## src/rtl/core/chained_hash_table_core_assert.svh

```systemverilog
// Assertion helpers for the hash table core.
// Each helper expects clk and rst_n to be visible where it is used.
`ifndef CHAINED_HASH_TABLE_CORE_ASSERT_SVH
`define CHAINED_HASH_TABLE_CORE_ASSERT_SVH

// Check that a condition implies another in the same cycle.
`define CHT_ASSERT_SAME(label, ante, cons, msg) \
    label: assert property (@(posedge clk) disable iff (!rst_n) (ante) |-> (cons)) \
        else $error(msg);

// Check that a condition implies another in the next cycle.
`define CHT_ASSERT_NEXT(label, ante, cons, msg) \
    label: assert property (@(posedge clk) disable iff (!rst_n) (ante) |=> (cons)) \
        else $error(msg);

`endif

```

## src/rtl/core/cht_pkg.sv

```systemverilog
`timescale 1ns / 1ps

package cht_pkg;

    // Default sizing of the core
    localparam int NUM_BUCKETS_DEF = 1024;
    localparam int POOL_DEPTH_DEF  = 16384;
    localparam int KEY_WIDTH_DEF   = 16;

    // Bucket count register
    localparam int          BC_W               = 11;
    localparam logic [10:0] BUCKET_COUNT_RESET = 11'd1009;
    localparam int          BC_LIMIT           = (1 << BC_W) - 1;

    // Result fields
    localparam int PROBES_W = 15;
    localparam logic [PROBES_W-1:0] PROBES_MAX = {PROBES_W{1'b1}};

    // Operation codes
    localparam logic CMD_INSERT = 1'b0;
    localparam logic CMD_SEARCH = 1'b1;

    // Status codes
    localparam logic STATUS_DONE = 1'b0;
    localparam logic STATUS_FULL = 1'b1;

    // Sequencer states
    typedef enum logic [5:0] {
        S_CLEAR = 6'b000001,
        S_IDLE  = 6'b000010,
        S_HASH  = 6'b000100,
        S_BKT   = 6'b001000,
        S_LINK  = 6'b010000,
        S_WALK  = 6'b100000
    } state_t;

endpackage

```

## src/rtl/core/cht_mod.sv

```systemverilog
`timescale 1ns / 1ps

module cht_mod
    import cht_pkg::*;
#(
    parameter int KEY_WIDTH = KEY_WIDTH_DEF
) (
    input  logic                 clk,
    input  logic                 rst_n,
    input  logic                 start,
    input  logic [KEY_WIDTH-1:0] dividend,
    input  logic [BC_W-1:0]      divisor,
    output logic                 done,
    output logic [BC_W-1:0]      rem
);

    localparam int CNT_W = $clog2(KEY_WIDTH + 1);

    logic                 active_reg;
    logic                 done_reg;
    logic [CNT_W-1:0]     cnt_reg;
    logic [KEY_WIDTH-1:0] shift_reg;
    logic [BC_W-1:0]      rem_reg;
    logic [BC_W:0]        trial;
    logic [BC_W-1:0]      rem_next;

    // Shift in one dividend bit and subtract the divisor when it fits
    always_comb
    begin
        trial = {rem_reg, shift_reg[KEY_WIDTH-1]};
        if (trial >= {1'b0, divisor})
        begin
            rem_next = BC_W'(trial - {1'b0, divisor});
        end
        else
        begin
            rem_next = trial[BC_W-1:0];
        end
    end

    // Sequence one remainder step per cycle
    always_ff @(posedge clk or negedge rst_n)
    begin
        if (!rst_n)
        begin
            active_reg <= 1'b0;
            done_reg   <= 1'b0;
            cnt_reg    <= '0;
        end
        else
        begin
            done_reg <= 1'b0;
            if (start)
            begin
                active_reg <= 1'b1;
                cnt_reg    <= CNT_W'(KEY_WIDTH);
            end
            else if (active_reg)
            begin
                cnt_reg <= cnt_reg - CNT_W'(1);
                if (cnt_reg == CNT_W'(1))
                begin
                    active_reg <= 1'b0;
                    done_reg   <= 1'b1;
                end
            end
        end
    end

    // Hold the dividend and partial remainder
    always_ff @(posedge clk)
    begin
        if (start)
        begin
            shift_reg <= dividend;
            rem_reg   <= '0;
        end
        else if (active_reg)
        begin
            shift_reg <= {shift_reg[KEY_WIDTH-2:0], 1'b0};
            rem_reg   <= rem_next;
        end
    end

    assign done = done_reg;
    assign rem  = rem_reg;

endmodule

```

## config.mk

```make
export PLATFORM = sky130hd
export DESIGN_NAME = cht_mod
export DESIGN_NICKNAME = d
export VERILOG_FILES = /design/src/rtl/core/chained_hash_table_core_assert.svh /design/src/rtl/core/cht_pkg.sv /design/src/rtl/core/cht_mod.sv
export SDC_FILE = /design/constraint.sdc
export NUM_CORES = 1
export LEC_CHECK = 0
export BUFFER_PORTS_ARGS = -buffer_cell sky130_fd_sc_hd__buf_2
export CAP_MARGIN = 5
export CORE_MARGIN = 3
export CORE_UTILIZATION = 54
export DETAILED_ROUTE_END_ITERATION = 10
export PLACE_DENSITY = 0.9
export SYNTH_ARGS = -nofsm -noshare
export SYNTH_HDL_FRONTEND = slang
export SYNTH_SLANG_ARGS = --single-unit
```

## constraint.sdc

```tcl
create_clock -name clk -period 3.01 [get_ports clk]
set_input_delay 0.1505 -clock clk [delete_from_list [all_inputs] [get_ports clk]]
set_output_delay 0.1505 -clock clk [all_outputs]
set_load 0.01 [all_outputs]
```

# Word-level counts from Yosys, hierarchy flattened
# Index checks and enable logic that the tools add are counted.
dict set report totals {
  wordCells 21
  ff_bits 34
  inputBits 30
  romBits 0
  memories 0
  ram_bits 0
  latchBits 0
}
dict set report classes {
  bitwise 0
  shift 0
  n_reduce_logical 1
  order_cmp 1
  addsub 2
  mux 11
  div_mod_pow 0
  n_eq_ne 1
  mul 0
}
# cell count
set ops {}
lappend ops {{2-to-1 mux 16 bit} 2}
lappend ops {{>= comparator 12 x 11 -> 1 bit} 1}
lappend ops {{2-to-1 mux 11 bit} 1}
lappend ops {{subtractor 11 bit} 1}
lappend ops {{2-to-1 mux 5 bit} 2}
lappend ops {{2-to-1 mux 1 bit} 6}
lappend ops {{== test 5 x 1 -> 1 bit, second input constant} 1}
lappend ops {{subtractor 5 x 1 -> 5 bit, second input constant} 1}
lappend ops {{nonzero test 2 bit} 1}

# Depth between registers and ports, before layout
dict set report logic_depth {
  word_depth 4
  mapped_depth 9
}

# Worst setup path before layout
# OpenSTA, ideal clock, no wires.
dict set report synth_timing {
  path_type {flip-flop to flip-flop}
  start {register shift_reg[15]}
  end {register rem_reg[6], in the netlist rem[6]}
  stages_incl_launch_ff 10
  arrival_ps 2320
  setup_time_ps 88
  synth_period_minus_slack_ps 2408
  path_buffers 0
  setup_slack_ps 602
  path_cell_list {edfxtp_1 inv_1 ha_1 fa_1 nand2b_2 o2bb2ai_2 a211o_1 and2_4 or3b_1 a311oi_2}
}
dict set report synth_via {
  elab_chain_cells 2
}
# element line_no
set synth_rtl {}
lappend synth_rtl {{start: declaration} cht_mod.sv:22} ;# logic [KEY_WIDTH-1:0] shift_reg;
lappend synth_rtl {{start signal: assignment} cht_mod.sv:75} ;# shift_reg <= dividend;
lappend synth_rtl {{start signal: assignment} cht_mod.sv:80} ;# shift_reg <= {shift_reg[KEY_WIDTH-2:0], 1'b0};
lappend synth_rtl {{subtractor 11 bit / >= comparator 12 x 11 -> 1 bit (equally long branches)} {cht_mod.sv:33, cht_mod.sv:31}}
lappend synth_rtl {{2-to-1 mux 11 bit *} cht_mod.sv:31} ;# if (trial >= {1'b0, divisor})
lappend synth_rtl {{end signal: assignment} cht_mod.sv:81} ;# rem_reg <= rem_next;
lappend synth_rtl {{end: declaration} cht_mod.sv:23} ;# logic [BC_W-1:0] rem_reg;
# Mark *: on every way between the ends. The rest lies on a longest branch, timed or not.
# A chain may end at the register's enable or synchronous reset.

# Final worst setup path
# Ends and elaborated chain as after synthesis.

==> impl_summary.md <==
Status
The run finished with clean final reports.

STA
Of the available clock period, the critical path in the final layout requires 85.3%. Timing would allow up to 0.390 GHz. The count of pins over their slew limit was 0. The hold violation count in the final report is 0. After layout, the worst setup slack is 0.443 ns.

The measured slew at the worst slew-check pin is 0.645 ns. Setup violations remaining at the end of the flow were counted as 0. On the final layout, the worst clock skew is 0.00596 ns. After layout, the minimum clock period comes to 2.57 ns.

The remaining max-slew budget at the tightest pin is 56.9%. Setup repair after global routing left no endpoint under its margin. The total negative slack is 0 ns.

Routing
The final layout contains routed wiring with a total length of 4.44 mm. After detailed routing, the number of remaining DRC violations is 0. In the final routed layout, each cell accounts on average for 15.1 um.

The via total after detailed routing is 1676. Summed over all nets, wire length on met2 after detailed routing comes to 2.25 mm. The per-cell via count in the routed design is 5.70. In the final routing, the length of wire on met1 measures 1.85 mm. For this run, the detailed router's first-pass iteration total came to 4.

In the detailed route, the total length drawn on met3 is 276 um. Signal routing reaches up to met4. The number of design-rule violations left by the first detailed-router iteration is 97. In this run the remaining antenna-violating nets after routing total 0.

Clock network
The clock tree from TritonCTS is yes. Buffers inserted to repair hold after CTS numbered 1. The source-to-sink clock delay at the later pin of the worst-skew pair is 0.29 ns. Buffers inserted during clock tree synthesis total 5.

The clock net in this run drives a total of 34 sinks. The clock transition at the registers of the reported paths is 0.07 ns. The H-tree was split into 2 levels. The post-CTS setup-driven buffer insertion count is 0. The tree is rooted in a clkbuf_8.

The post-cts gate resize count is 0. The maximum number of buffers from clock root to sink is 2.

Power
In this run the power density over the cells is 786 nW/um^2. The highest ir drop seen on vdd is 0.417 mV. Summed over all cells, the static leakage comes to 0.00107 uW.

Logic synthesis
A synthesized cell averages 10.0 sq um. Counting every instance in the synthesized netlist gives 202. In this run, distinct cell masters in the synthesized netlist total 45. The multiplexer share of the synthesized area is 10.3%.

The mapped cell area is 2020 sq um. The synthesized netlist devotes 14.2% of its cell area to simple gates. After synthesis, the largest family of logic cells by area is compound AO/OA/AOI/OAI gates. The post-synthesis net count is 246.

The number of enable flip-flop cells after synthesis is 16. In the synthesized netlist the dominant register cell turns out to be edfxtp_1. For this run, the register share of the synthesized area comes to 43.3%. Counting flops with an async set or reset pin after synthesis yields a share of 20.6%. The XOR/XNOR share of the synthesized area is 3.47%. The number of register bits inferred by synthesis is 34. The post-synthesis adder-cell area fraction is 9.03%. The Yosys step of the flow raised 0 warnings. The compound-gate portion of the synthesized area is 15.5%.

Worst setup path
The start point of the critical path is shift_reg[15]. The worst setup path category is reg -> reg. Along the worst path, the maximum fanout reaches 6. The signal on the critical path passes through inv_1, ha_1, fa_1, nand2b_2, o2bb2ai_2, a211o_1, and2_4, or3b_1, a311oi_2.

The delay of the slowest cell on the worst path is 0.40 ns. The origin of the critical flop-to-flop path is shift_reg[15]. The required time of the critical path is 3.22 ns. Counting both buffers and inverters, the worst setup path holds a total of 1. The kind of launch point of the worst setup path is a flop. Among cell families on the critical path, the largest total delay comes from simple AND/OR/NAND/NOR gates. The critical path capture point type is a flop.

The arrival time of data at the critical path endpoint is 2.78 ns. On the critical path, the stage with the largest delay is an instance of fa_1.

Min path
The worst hold path begins at dividend[0]. In this run the worst hold path is classified as in -> reg.

Floorplanning
From left edge to right edge, the die measures 67.2 um. The core footprint is 3470 sq um. The area of the die is 4510 sq um.

The initialized floorplan defines 21 standard-cell rows. Measured along the y axis, the die boundary spans 67.2 um. For this configuration, the core starts out at a cell density of 58.3%. During I/O placement, the number of pins put on the boundary was 42.

Layout
Relative to the synthesized area, the layout overhead comes to 16.8%. The flip-flop count of the largest register after layout is 16. The fraction of final layout cells sized beyond drive strength 1 is 27.4%. The filler cells instantiated in the layout total 271. The area of all placed cells without fillers is 2360 sq um. The number of antenna diodes in the final layout is 0.

The number of nets in the layout is 291.

Global route
The first global-routing pass estimated 7.20 mm of wire. Across every metal layer, demand over resource in global routing totals 21.8%. The number of antenna violations at the first check in global routing is 0. The global-route congestion overflow total is 0.

The largest net degree at the start of global routing is 28. The number of global-route vias before repair is 1514.

Placement
The placed instances occupy a cell area of 2270 sq um. The detailed-placement wirelength estimate is 3.26 mm. Routability-driven placement finished with a final weighted congestion of 0.903. Prior to clock tree synthesis, the placed netlist has a worst setup slack of 0.469 ns. The number of port buffers is 41.

Flow run
The total of max-cap violations is 0.
placed cells by master, fill, tap and decap left out, types with 3 or more instances in the layout:
cell       n
a21oi_1   12
buf_2     41
clkbuf_8   5
dfrtp_1    7
dfxtp_1   11
edfxtp_1  16
ha_1      13
inv_1     18
mux2_2    15
mux2i_1    4
nand2_1   17
nand2b_1   4
nor2_1    17
nor2b_1    3
nor3_1     5
o21a_1     3
o21ai_0   13
xnor2_1    6
synth_stat cells (2+ instances only):
library cell | number | area [sq um]
inv_1 | 18 | 67.6
nand2_1 | 17 | 63.8
nor2_1 | 17 | 63.8
edfxtp_1 | 16 | 480
mux2_2 | 15 | 169
ha_1 | 13 | 163
o21ai_0 | 13 | 65.1
a21oi_1 | 12 | 60.1
dfxtp_1 | 11 | 220
dfrtp_1 | 7 | 175
xnor2_1 | 6 | 52.6
nor3_1 | 5 | 25.0
mux2i_1 | 4 | 40.0
nand2b_1 | 4 | 25.0
clkbuf_1 | 3 | 11.3
nor2b_1 | 3 | 18.8
o21a_1 | 3 | 22.5
a211oi_1 | 2 | 15.0
a21o_1 | 2 | 15.0
nand4_1 | 2 | 12.5
o211ai_1 | 2 | 15.0
o22ai_1 | 2 | 12.5
or3_1 | 2 | 12.5
xor2_1 | 2 | 17.5
power breakdown:
part / total [uW] / switching [uW] / internal [uW]
Sequential: 710 / 103 / 607
Clock: 322 / 163 / 159
Combinational: 824 / 453 / 370
Total: 1860 / 720 / 1140
path summary, 6_finish.rpt:
check / depth (start not counted) / slack, ns / end
worst max register to register: 9 / 0.44 / rem[6]
worst max-delay path: 9 / 0.44 / rem[6]
min in group asynchronous: 2 / 0.22 / cnt_reg[4]
worst min-delay path: 2 / 0.15 / shift_reg[0]
worst min register to register: 2 / 0.51 / rem[10]
max in group asynchronous: 2 / 2.64 / active_reg
cell type report:
type	count	area (sq um)	share of cell area [%]
inverter	18	67.6	2.86
timing repair buffer	42	215	9.11
sequential	34	876	37.1
multi-input combinational	146	1060	45.0
tap	46	57.6	2.44
clock inverter	2	8.76	0.371
clock buffer	6	72.6	3.07
cell families (layout without fill, tap and decap cells):
| kind of cell | after synthesis | count (layout) |
|---|---|---|
| AOI/OAI and AO/OA | 47 | 47 |
| xor gates and xnor gates | 8 | 8 |
| adders and majority gates | 14 | 14 |
| buffers and inverters | 22 | 68 |
| DFF | 34 | 34 |
| muxes | 19 | 19 |
| and+or+nand+nor | 58 | 58 |
routing by layer:
metal | GRT usage, % | up-vias
met5 | 0 | -
met2 | 36.3 | 59
met1 | 27.6 | 788
met3 | 4.66 | 11
li1 | - | 818
met4 | 8.35 | 0
metrics by stage:
| step | util (%) | power, uW | hold WS (ns) | cells |
|---|---|---|---|---|
| after floorplan | - | 1290 | -0.145 | 202 |
| final | 68.1 | 1860 | 0.151 | 294 |
| after CTS | 68.1 | 1850 | 0.154 | 294 |
| after global placement | 65.4 | 1500 | -0.00968 | 285 |
| after global routing | 68.1 | 1990 | 0.162 | 294 |
| after detailed placement | 65.4 | 1520 | -0.00996 | 285 |
No activity file was read; power rests on OpenSTA's default activity.
